File: src/rtl/core/dpns_pkg.sv
// shared constants and helpers for the diode pair newton solver
package dpns_pkg;

    localparam int NEWTON_STEPS = 12;
    localparam int BISECT_STEPS = 32;
    localparam int TAYLOR_TERMS = 13;
    localparam int CNT_W = $clog2((BISECT_STEPS > NEWTON_STEPS) ? BISECT_STEPS : NEWTON_STEPS);

    localparam int DIV_FRAC = 28;
    localparam int QW = DIV_FRAC + 3;
    localparam int MAG_W = 48;
    localparam int DER_W = 56;
    localparam int DIODE_W = 49;

    localparam logic signed [37:0] KP = 38'sd534441022;
    localparam logic signed [35:0] ISL2 = 36'sd258974295;
    localparam logic signed [35:0] EXP_BIAS = 36'sd2147483648;
    localparam logic [29:0] LN2_Q30 = 30'd744261118;
    localparam logic [12:0] RK8 = 13'd5653;
    localparam logic [DIODE_W-1:0] DCAP = {1'b1, {(DIODE_W-1){1'b0}}};
    localparam logic signed [47:0] TOL = 48'sd176;
    localparam logic signed [31:0] V_LIMIT = 32'sd1073741824;
    localparam logic [30:0] ONE_Q30 = 31'd1073741824;

    // floor(2^36 / k) for the taylor term divides
    function automatic logic [35:0] recip_k(input logic [3:0] k);
        logic [35:0] r;
        begin
            case (k)
                4'd2:    r = 36'd34359738368;
                4'd3:    r = 36'd22906492245;
                4'd4:    r = 36'd17179869184;
                4'd5:    r = 36'd13743895347;
                4'd6:    r = 36'd11453246122;
                4'd7:    r = 36'd9817068105;
                4'd8:    r = 36'd8589934592;
                4'd9:    r = 36'd7635497415;
                4'd10:   r = 36'd6871947673;
                4'd11:   r = 36'd6247225157;
                4'd12:   r = 36'd5726623061;
                4'd13:   r = 36'd5286113595;
                default: r = 36'd0;
            endcase
            return r;
        end
    endfunction

    function automatic logic signed [31:0] mid_point(input logic signed [31:0] a,
                                                     input logic signed [31:0] b);
        logic signed [32:0] s;
        begin
            s = 33'(a) + 33'(b);
            return s[32:1];
        end
    endfunction

endpackage

File: src/rtl/core/dpns_mul.sv
// shared signed multiplier with registered product
module dpns_mul
    import dpns_pkg::*;
(
    input  logic               clk,
    input  logic signed [32:0] a,
    input  logic signed [37:0] b,
    output logic signed [70:0] prod
);

    logic signed [70:0] prod_reg;

    always_ff @(posedge clk)
    begin
        prod_reg <= 71'(a) * 71'(b);
    end

    assign prod = prod_reg;

endmodule

File: config.mk
export PLATFORM = sky130hd
export DESIGN_NAME = dpns_mul
export DESIGN_NICKNAME = d
export VERILOG_FILES = /design/src/rtl/core/dpns_pkg.sv /design/src/rtl/core/dpns_mul.sv
export SDC_FILE = /design/constraint.sdc
export NUM_CORES = 2
export LEC_CHECK = 0
export BUFFER_PORTS_ARGS = -buffer_cell sky130_fd_sc_hd__buf_2
export CORE_UTILIZATION = 63
export DETAILED_ROUTE_END_ITERATION = 10
export PLACE_DENSITY = 0.81
export SLEW_MARGIN = 20
export SYNTH_ARGS = -nofsm -noshare
export SYNTH_HDL_FRONTEND = slang
export SYNTH_SLANG_ARGS = --single-unit
File: constraint.sdc
create_clock -name clk -period 12.4 [get_ports clk]
set_clock_uncertainty 0.2 [all_clocks]
set_input_delay 2.48 -clock clk [delete_from_list [all_inputs] [get_ports clk]]
set_output_delay 2.48 -clock clk [all_outputs]
set_load 0.01 [all_outputs]
======== After elaboration in Yosys (flattened, before gate mapping) ========
Index checks and enable logic that the tools add are counted.
operators by class
  shift operators ......................... 0
  order comparisons ....................... 0
  reduce and logical (&&, ||, !) cells .... 0
  multiply operators ...................... 1
  div/mod/pow operators ................... 0
  $add $sub $neg .......................... 0
  bitwise gates (word level) .............. 0
  equality and inequality tests ........... 0
  mux-type cells .......................... 0
operator list
  operator          number
  $mul A33 B38 Y71  1
storage, ports and cells
  bits in registers ....................... 71
  logic and storage cells ................. 2
  memory bits (writable) .................. 0
  memory bits (read-only) ................. 0
  output and inout port bits .............. 71
  memories ................................ 0
  bits in latches ......................... 0

======== Depth between registers and ports, before layout ========
  word-level depth ........................ 1
  depth in mapped cells ................... 30
  mapped depth without buffers ............ 28

======== Worst setup path before layout ========
Ideal clock, no wire load.
  path type ............................... input port to flip-flop
  start point ............................. input port b[37]
  end point ............................... register prod_reg[68], in the netlist prod[68]
  cell stages on the path ................. 25
  data arrival time ....................... 9,722 ps
  path slack .............................. 2,343 ps
  setup time .............................. 134 ps
  buffers on the path ..................... 2
  cell sequence ........................... clkbuf_1 nand2_1 inv_1 fa_1 fa_1 inv_1 fa_1 inv_1 fa_1 inv_1 fa_1 fa_1 fa_1 fa_1 inv_1 ha_1 clkbuf_1 a21o_1 a21o_1 a21oi_1 o21bai_1 a21oi_1 o21ai_4 nor3b_1 or4_1
between the ends
  word-level cells in the longest chain between the ends .. 1
ends and longest elaborated chain
  element               RTL line        RTL
  start, declared       dpns_mul.sv:7   input logic signed [37:0] b,
  $mul A33 B38 Y71      dpns_mul.sv:15  prod_reg <= 71'(a) * 71'(b);
  end signal, assigned  dpns_mul.sv:15
  end, declared         dpns_mul.sv:11  logic signed [70:0] prod_reg;
No other way between the ends.

======== Worst setup path in the final report ========
  start point ............................. input port a[9]
  end point ............................... register prod_reg[70], in the netlist prod[70]
between the ends
  word-level cells in the longest chain between the ends .. 1
ends and longest elaborated chain
  element           RTL line        RTL
  start, declared   dpns_mul.sv:6   input logic signed [32:0] a,
  $mul A33 B38 Y71  dpns_mul.sv:15
No other way between the ends.

==> results.json <==
{
  "outcome": "completed",
  "first_global_vias": 37803,
  "synth_top_family_by_area": "adder cells",
  "vias_per_cell": 5.75,
  "synth_edf_count": 0,
  "cp_common_cell": "fa_1",
  "slowest_delay_ps": 850,
  "rsz0062_at_grt": "no",
  "grt.total_usage_pct": 36.1,
  "overflow": 0,
  "ys_warn_count": 0,
  "yosys.area_share.simple_pct": 15.3,
  "cts_tree": "yes",
  "clk_pin_slew_worst_paths_ps": 90,
  "dieArea_um2": 73300,
  "drt_wl_total_mm": 123,
  "dp_hpwl_mm": 97.2,
  "cp.buffers_inverters": 7,
  "fin_tns_setup_ps": 0,
  "ioPinCount": 143,
  "antenna_found_initial": 7,
  "slowest_stage": "buf_2",
  "port_buffers": 142,
  "relSlewSlack_pct": 22.8,
  "ys_types": 77,
  "synth_ff_type": "dfxtp_1",
  "start_util_pct": 63.7,
  "fin_nets": 6413,
  "num_rows": 98,
  "cts_inserted_buffers": 9,
  "dieHeight_um": 271,
  "dr.pass1.iters": 8,
  "vias": 33191,
  "crit_path_end_kind": "register",
  "drive_above_1_share_pct": 4.86,
  "htreeDepth": 3,
  "timing.fmax_ghz": 0.0895,
  "hp-class": "in2reg",
  "postCtsSetupBuffers": 0,
  "period_share_pct": 90.1,
  "synthesis.nets": 6492,
  "holdBufCountCts": 0,
  "worstSetupPathType": "in2reg",
  "synth-xor-area-share_pct": 1.50,
  "drc": 0,
  "final_antenna_net_count": 0,
  "ys_seq_area_share_pct": 3.12,
  "grt_max_degree": 39,
  "ctsRootBufferMaster": "clkbuf_16",
  "min_period_ps": 11180,
  "crit_family": "adder cells",
  "cp.required_ps": 12480,
  "muxShareOfSynthArea_pct": 0.0467,
  "drv_slew": 0,
  "maxCapViolations": 0,
  "core_um2": 71500,
  "wl_per_cell_um": 21.3,
  "synth-seq-cells": 71,
  "synthArstFlopShare_pct": 0,
  "critPathLaunchType": "input port",
  "multiInputGateArea_um2": 38200,
  "hold_viol": 0,
  "synth_fa_ha_area_share_pct": 63.4,
  "synth_area_um2": 45500,
  "worstMarginPinSlew_ps": 1160,
  "mostFrequentLayoutCell": "fa_1",
  "cts_resized": 0,
  "fillCellCount": 5508,
  "synth_compound_area_share_pct": 3.67,
  "syn_to_final_growth_pct": 3.21,
  "layout_common_cells": "fa_1, inv_1, nand2_1",
  "die_w_um": 271,
  "grt_pass1_wl_mm": 202,
  "arrival_ps": 11260,
  "clock-sinks": 71,
  "syn_avg_cell_area_um2": 9.30,
  "crit_path_max_fanout": 38,
  "largest_reg_flops": 71,
  "finalWeightedCongestion": 0.964,
  "clock_path_buffers": 2,
  "setup_violations": 0,
  "syn_inst": 4893,
  "seq_area_um2": 1420,
  "drt-initial-drc-count": 2368
}
## cells by family (layout without fill, tap and decap cells)
logic type	after synthesis	in the layout
compound gates	238	238
mux	2	2
xor+xnor	78	78
other cells	0	2
flops	71	71
buf+inv	1557	1483
fa+ha+maj	1527	1527
simple gates	1420	1420
## final cells by class
class | count | area share [%]
flip-flops and latches | 71 | 3.03
clock buffers | 9 | 0.480
repair buffers | 183 | 2.20
well taps | 950 | 2.53
multi-input cells | 3265 | 81.3
clock inverters | 7 | 0.184
diodes | 2 | 0.0107
inverters | 1284 | 10.3
## synth_stat cells, drive strengths merged, types with 19 or more instances
library cell,instances,area share (%)
dfxtp,71,3.1
o21ai,42,0.49
a21oi,76,0.88
fa,1300,57
and2,557,7.7
xnor2,59,1.1
clkbuf,256,2.1
nand2,713,5.9
inv,1284,11
xor2,19,0.37
ha,227,6.2
a21o,46,0.77
nor2,70,0.58
## final timing paths
check / startpoint / to / slack, ps / cells after the start
max: a[9] / prod[70] / 1220 / 27
min: a[0] / prod[0] / 2450 / 2
## per-layer routing
metal,GRT usage (%),vias up,part of all wire [%]
li1,-,13624,-
met1,42.3,17175,33
met2,59.9,1814,49
met3,8.53,570,9.4
met4,22.7,8,7.6
met5,0,-,0.043
## metrics by stage
step	util, %	worst slack, ps	cell area, um2	hold WS [ps]	instances
final	65.7	1220	47000	2450	5771
after global routing	65.7	878	47000	2460	5771
after CTS	65.7	1410	47000	2430	5769
after detailed placement	65.3	1030	46700	2670	5753
after global placement	65.3	1110	46700	2670	5753
after floorplan	-	2340	45500	2580	4893
Power is not shown: default switching activity piles up to over one toggle a cycle in this logic, so the estimate is an artifact.
