[config.mk]
export PLATFORM = sky130hd
export DESIGN_NAME = dpns_div
export DESIGN_NICKNAME = d
export VERILOG_FILES = /design/src/rtl/core/dpns_pkg.sv /design/src/rtl/core/dpns_div.sv
export SDC_FILE = /design/constraint.sdc
export NUM_CORES = 1
export LEC_CHECK = 0
export BUFFER_PORTS_ARGS = -buffer_cell sky130_fd_sc_hd__buf_2
export CAP_MARGIN = 10
export CORE_MARGIN = 5
export CORE_UTILIZATION = 45
export CTS_BUF_LIST = sky130_fd_sc_hd__clkbuf_2 sky130_fd_sc_hd__clkbuf_4 sky130_fd_sc_hd__clkbuf_8
export CTS_CLUSTER_SIZE = 10
export DETAILED_ROUTE_END_ITERATION = 6
export PLACE_DENSITY = 0.65
export SKIP_LAST_GASP = 1
export SYNTH_ARGS = -nofsm -noshare
export SYNTH_HDL_FRONTEND = slang
export SYNTH_SLANG_ARGS = --single-unit
[constraint.sdc]
create_clock -name clk -period 5.05 [get_ports clk]
set_input_delay 0.505 -clock clk [delete_from_list [all_inputs] [get_ports clk]]
set_output_delay 0.505 -clock clk [all_outputs]
set_load 0.1 [all_outputs]
[src/rtl/core/dpns_pkg.sv]
// shared constants and helpers for the diode pair newton solver
package dpns_pkg;

    localparam int NEWTON_STEPS = 12;
    localparam int BISECT_STEPS = 32;
    localparam int TAYLOR_TERMS = 13;
    localparam int CNT_W = $clog2((BISECT_STEPS > NEWTON_STEPS) ? BISECT_STEPS : NEWTON_STEPS);

    localparam int DIV_FRAC = 28;
    localparam int QW = DIV_FRAC + 3;
    localparam int MAG_W = 48;
    localparam int DER_W = 56;
    localparam int DIODE_W = 49;

    localparam logic signed [37:0] KP = 38'sd534441022;
    localparam logic signed [35:0] ISL2 = 36'sd258974295;
    localparam logic signed [35:0] EXP_BIAS = 36'sd2147483648;
    localparam logic [29:0] LN2_Q30 = 30'd744261118;
    localparam logic [12:0] RK8 = 13'd5653;
    localparam logic [DIODE_W-1:0] DCAP = {1'b1, {(DIODE_W-1){1'b0}}};
    localparam logic signed [47:0] TOL = 48'sd176;
    localparam logic signed [31:0] V_LIMIT = 32'sd1073741824;
    localparam logic [30:0] ONE_Q30 = 31'd1073741824;

    // floor(2^36 / k) for the taylor term divides
    function automatic logic [35:0] recip_k(input logic [3:0] k);
        logic [35:0] r;
        begin
            case (k)
                4'd2:    r = 36'd34359738368;
                4'd3:    r = 36'd22906492245;
                4'd4:    r = 36'd17179869184;
                4'd5:    r = 36'd13743895347;
                4'd6:    r = 36'd11453246122;
                4'd7:    r = 36'd9817068105;
                4'd8:    r = 36'd8589934592;
                4'd9:    r = 36'd7635497415;
                4'd10:   r = 36'd6871947673;
                4'd11:   r = 36'd6247225157;
                4'd12:   r = 36'd5726623061;
                4'd13:   r = 36'd5286113595;
                default: r = 36'd0;
            endcase
            return r;
        end
    endfunction

    function automatic logic signed [31:0] mid_point(input logic signed [31:0] a,
                                                     input logic signed [31:0] b);
        logic signed [32:0] s;
        begin
            s = 33'(a) + 33'(b);
            return s[32:1];
        end
    endfunction

endpackage

[src/rtl/core/dpns_div.sv]
// restoring divider for the newton step, one quotient bit per cycle
module dpns_div
    import dpns_pkg::*;
(
    input  logic             clk,
    input  logic             rst_n,
    input  logic             start,
    input  logic [MAG_W-1:0] mag,
    input  logic [DER_W-1:0] divisor,
    output logic [QW-1:0]    quo,
    output logic             done
);

    logic [DER_W-1:0] rem_reg;
    logic [DER_W-1:0] div_reg;
    logic [QW-1:0]    num_reg;
    logic [QW-1:0]    q_reg;
    logic [5:0]       cnt_reg;
    logic             run_reg;
    logic [DER_W:0]   trial;
    logic             ge;

    assign trial = {rem_reg, num_reg[QW-1]};
    assign ge = trial >= {1'b0, div_reg};

    always_ff @(posedge clk or negedge rst_n)
    begin
        if (!rst_n)
        begin
            cnt_reg <= '0;
            run_reg <= 1'b0;
        end
        else if (start)
        begin
            cnt_reg <= 6'(QW);
            run_reg <= 1'b1;
        end
        else if (cnt_reg != '0)
        begin
            cnt_reg <= cnt_reg - 6'd1;
        end
        else
        begin
            run_reg <= 1'b0;
        end
    end

    always_ff @(posedge clk)
    begin
        if (start)
        begin
            rem_reg <= DER_W'(mag >> (QW - DIV_FRAC));
            num_reg <= {mag[QW-DIV_FRAC-1:0], {DIV_FRAC{1'b0}}};
            div_reg <= divisor;
            q_reg   <= '0;
        end
        else if (cnt_reg != '0)
        begin
            rem_reg <= ge ? DER_W'(trial - {1'b0, div_reg}) : trial[DER_W-1:0];
            num_reg <= {num_reg[QW-2:0], 1'b0};
            q_reg   <= {q_reg[QW-2:0], ge};
        end
    end

    assign quo  = q_reg;
    assign done = run_reg && (cnt_reg == '0);

endmodule

---- Yosys cells after proc, flatten, opt, wreduce, memory -nomap -nowiden ----
Index checks and enable logic that the tools add are counted.
operators by class
  $add $sub $neg .......................... 2
  order comparisons ....................... 1
  eq/ne operators ......................... 1
  multiplexer cells ....................... 9
  reduce and logical (&&, ||, !) cells .... 4
operators with widths
  cell                   count
  $mux W45               2
  $mux W31               2
  $ge A57 B56 Y1         1
  $mux W56               1
  $sub A56 B56 Y56       1
  $mux W6                2
  $logic_not A6 Y1       1
  $reduce_bool A6 Y1     1
  $sub A6 B1 Y6 const B  1
  $mux W1                2
  $ne A2 B2 Y1 const B   1
  $reduce_bool A2 Y1     1
  $logic_and A1 B1 Y1    1
word-level totals
  register bits ........................... 153
  input bits .............................. 107
  logic and storage cells ................. 24

---- Depth between registers and ports, before layout ----
  word-level depth ........................ 4
  gate-level depth with buffers ........... 16

---- Worst setup path before layout ----
OpenSTA, ideal clock, no wires.
  path kind ............................... flip-flop to flip-flop
  from .................................... register cnt_reg[0]
  to ...................................... register num_reg[28], enable pin
  library setup time ...................... 0.583 ns
  arrival time ............................ 2.733 ns
  path slack .............................. 1.735 ns
  stages on the path, launching flop included .. 9
  path buffers ............................ 2
  path through ............................ dfrtp_1 inv_1 ha_1 inv_1 or3_1 nor3_1 clkbuf_1 buf_1 nand2_1
between the ends
  word-level cells in the longest chain between the ends .. 2
ends and longest elaborated chain
  what                                 line            RTL
  from (decl)                          dpns_div.sv:18  logic [5:0] cnt_reg;
  from (signal assigned)               dpns_div.sv:35  cnt_reg <= 6'(QW);
  from (signal assigned)               dpns_div.sv:40  cnt_reg <= cnt_reg - 6'd1;
  $reduce_bool A6 Y1                   dpns_div.sv:57  else if (cnt_reg != '0)
  $reduce_bool A2 Y1 (no source line)  --
  to (signal assigned)                 dpns_div.sv:53  num_reg <= {mag[QW-DIV_FRAC-1:0], {DIV_FRAC{1'b0}}};
  to (signal assigned)                 dpns_div.sv:60  num_reg <= {num_reg[QW-2:0], 1'b0};
  to (decl)                            dpns_div.sv:16  logic [QW-1:0] num_reg;
No other way between the ends.
A chain may end at the register's enable or synchronous reset.

---- Worst setup path in the final report ----
  from .................................... register rem_reg[13]
  to ...................................... register rem_reg[12] (data pin)
between the ends
  word-level cells in the longest chain between the ends .. 4
ends and longest elaborated chain
  what                    line            RTL
  from (decl)             dpns_div.sv:14  logic [DER_W-1:0] rem_reg;
  from (signal assigned)  dpns_div.sv:52  rem_reg <= DER_W'(mag >> (QW - DIV_FRAC));
  from (signal assigned)  dpns_div.sv:59  rem_reg <= ge ? DER_W'(trial - {1'b0, div_reg}) : trial[DER_W-1:0];
  $ge A57 B56 Y1          dpns_div.sv:24  assign ge = trial >= {1'b0, div_reg};
  $mux W56                dpns_div.sv:59
  $mux W45                dpns_div.sv:57
  $mux W45                dpns_div.sv:50  if (start)
No other way between the ends. The select of a mux whose other input is x is not followed.

==> run_results.csv <==
group,metric,value,unit
setup_path,required,5.28,ns
cts,cts_buffers,17,
finish,syn2layout_area_growth,13.8,%
setup_path,critical_path_peak_fanout,45,
power_and_ir_drop,pwr-share-clk,17.1,%
power_and_ir_drop,vdd_drop_max,195,uV
yosys,synth.net_count,1207,
setup_path,crit_arrival,4.34,ns
placement,port_buffers,138,
placement,globalplace.congestion,0.884,
cts,cts-root-buf,"clkbuf_8",
cts,h-tree-depth,4,
setup_path,r2r_setup_slack,0.93,ns
yosys,synth-edff-count,104,
yosys,syn_inst,1042,
floorplan,start_util,45.5,%
yosys,synth-async-reset-ratio,4.58,%
finish,n_fill_cell,2009,
power_and_ir_drop,swShare,43.2,%
yosys,syn-mean-instance-area,9.12,um2
cts,post_cts_resized,0,
power_and_ir_drop,power_leakage,4.71,nW
placement,dp_hpwl,16700,um
finish,finalNetCount,1314,
grt,grt_pass1_wl,37600,um
grt,use_met3,4.06,%
drt,finalWirelength,23000,um
power_and_ir_drop,comb_power_share,51.8,%
cts,cts_setup_buffers,0,
floorplan,io_pins,139,
drt,drtIter0Drc,681,
cts,cts_buffer_depth,2,
grt,grt_max_degree,61,
yosys,yosys.area.top_type,"edfxtp_1",
cts,clkTransAtPathRegs,0.11,ns
yosys,yosys_register_bits,153,
timing,finalSetupTns,0,ns
timing,fin_crit,4.12,ns
timing,drv_slew,0,
drt,drtAntennaViolNets,0,
grt,grt_use_met2,28.9,%
timing,period_share,81.5,%
timing,worst_pin_slew,0.779,ns
floorplan,num_rows,53,
yosys,yosysUniqueCellTypes,60,
floorplan,fp.dieArea,24100,um2
drt,drtPass1Iterations,5,
timing,hold_viol,0,
setup_path,worstSetupPathType,"reg2reg",
power_and_ir_drop,power.internal,3.27,mW
hold_path,hp-class,"in2reg",
run_status,status,"finished, final reports clean",
grt,grtUsageTotal,19.2,%
grt,grt_antenna_before_repair,0,
timing,rsz0062_at_grt,"false",
yosys,ys_top_cells_by_area,"edfxtp_1 33%, dfxtp_1 8.9%, ha_1 7.5%, a21oi_1 6.2%, nand2_1 5.6%",
yosys,synth_top_area_share,32.9,%
power_and_ir_drop,power.density,533,nW/um2
grt,grt_pass1_vias,7434,
timing,fin_worst_skew,0.0159,ns
power_and_ir_drop,power_switching,2.49,mW
floorplan,core_area,20900,um2
floorplan,die_w,155,um
setup_path,end_kind,"flip-flop",
cts,cts_sinks,153,
drt,wl_per_cell,16.0,um
yosys,netlist_area,9500,um2
setup_path,startpoint_type,"flip-flop",
drt,drc,0,
yosys,synthFlopType,"edfxtp_1",
cts,clk_latency,0.48,ns
run,maxCapViolations,0,
cts,tritoncts,"done",
drt,routed-via-count,7742,
grt,grt-busiest-layer,"met2",
floorplan,die_y,155,um
finish,drive_gt1_share,19.2,%
timing,setup_viol,0,
drt,routed_via_density,5.39,
yosys,yosys_warnings,0,
yosys,ys_seq_area_share,43.6,%
grt,globalRouteMet1Util,28.2,%
timing,maxSlewHeadroom,47.5,%
finish,fin_util,51.8,%
grt,grt-ovfl-total,0,
power_and_ir_drop,seqPwrFrac,31.2,%
timing,fmax,243,MHz
finish,antenna_cells,0,
cell usage in the layout, fill, tap and decap left out, drive strengths merged, types with 8 or more instances in the layout:
cell    count
nor2       48
o21ai      69
o21bai     12
xor2       21
buf       147
o211ai      9
nand3      22
nand2b      8
nand2     141
dfxtp      42
nor2b       8
a211oi     14
a21oi     119
ha         57
nand4      18
xnor2      22
o31ai      11
inv        86
a21o       33
o21a       19
nor3       17
clkbuf     18
mux2       28
edfxtp    104
a31oi       9
cell families (layout without fill, tap and decap cells):
group	Yosys count	after routing	share of synthesized area, %
DFF	153	153	43.6
AOI/OAI and AO/OA	320	320	20.9
and+or+nand+nor	295	295	14.2
buffers and inverters	138	258	5.55
adders and majority gates	58	58	7.72
muxes	35	35	4.06
xor gates and xnor gates	43	43	3.97
synthesized netlist by cell type (16+ instances only):
library cell	count
nand2_1	141
a21oi_1	118
edfxtp_1	104
inv_1	77
ha_1	57
o21ai_0	50
clkbuf_1	49
nor2_1	48
dfxtp_1	42
a21o_1	33
mux2_2	28
xnor2_1	22
xor2_1	21
nand3_1	20
o21a_1	19
o21ai_1	19
nand4_1	18
nor3_1	16
path summary, 6_finish.rpt:
kind,start,endpoint,cells past startpoint
max,rem_reg[13],rem_reg[12],11
min,divisor[32],div_reg[32],1
min in group asynchronous,rst_n,cnt_reg[4],2
min reg2reg,quo[30],quo[30],2
max reg2reg,rem_reg[13],rem_reg[12],11
max in group asynchronous,rst_n,cnt_reg[2],2
repair_timing:
action | CTS | global route
hold buffers | 1 | 0
endpoints found under the hold margin | 7 | 0
setup endpoints to repair | 0 | 0
worst max-delay path: stages, from the launching register on:
cell and delay (ns):
edfxtp_1 0.42, ha_1 0.43, a21o_1 0.24, a21o_1 0.17
a21o_1 0.18, a21oi_1 0.22, o31ai_4 0.14, a31oi_1 0.35
o31a_2 0.72, buf_4 0.52, o21ai_0 0.17, mux2_2 0.28
final cells by class:
class	instances	area (um2)	share of cell area, %
multi-input cells	751	4840	44.8
clock inverters	14	175	1.62
inverters	78	293	2.71
clock buffers	18	248	2.29
flip-flops and latches	153	4140	38.3
well taps	275	344	3.18
repair buffers	148	771	7.13
power groups by stage:
stage	registers [mW]	clock network (mW)	logic, mW
finish	1.80	0.984	2.98
global route	1.83	1.07	3.35
CTS	1.80	1.01	2.98
detailed placement	1.82	0	2.96
global placement	1.81	0	2.94
floorplan	1.82	0	2.33
routing by layer:
metal,vias to the layer above,wire length (um)
met5,-,0
met4,0,290
met3,25,1130
met2,166,10200
met1,3609,11400
li1,3942,-
per-stage QoR:
stage          setup slack (ns)  hold WS, ns  cell area [um2]  cells  power, mW
2_1_floorplan              1.73        0.209             9500   1042       4.14
3_5_place_dp              0.940        0.346            10400   1404       4.77
4_1_cts                   0.927        0.171            10800   1437       5.79
3_3_place_gp               1.11        0.348            10400   1404       4.76
5_1_grt                   0.565        0.167            10800   1437       6.25
6_report                  0.935        0.195            10800   1437       5.76
No activity file was read; power rests on OpenSTA's default activity.
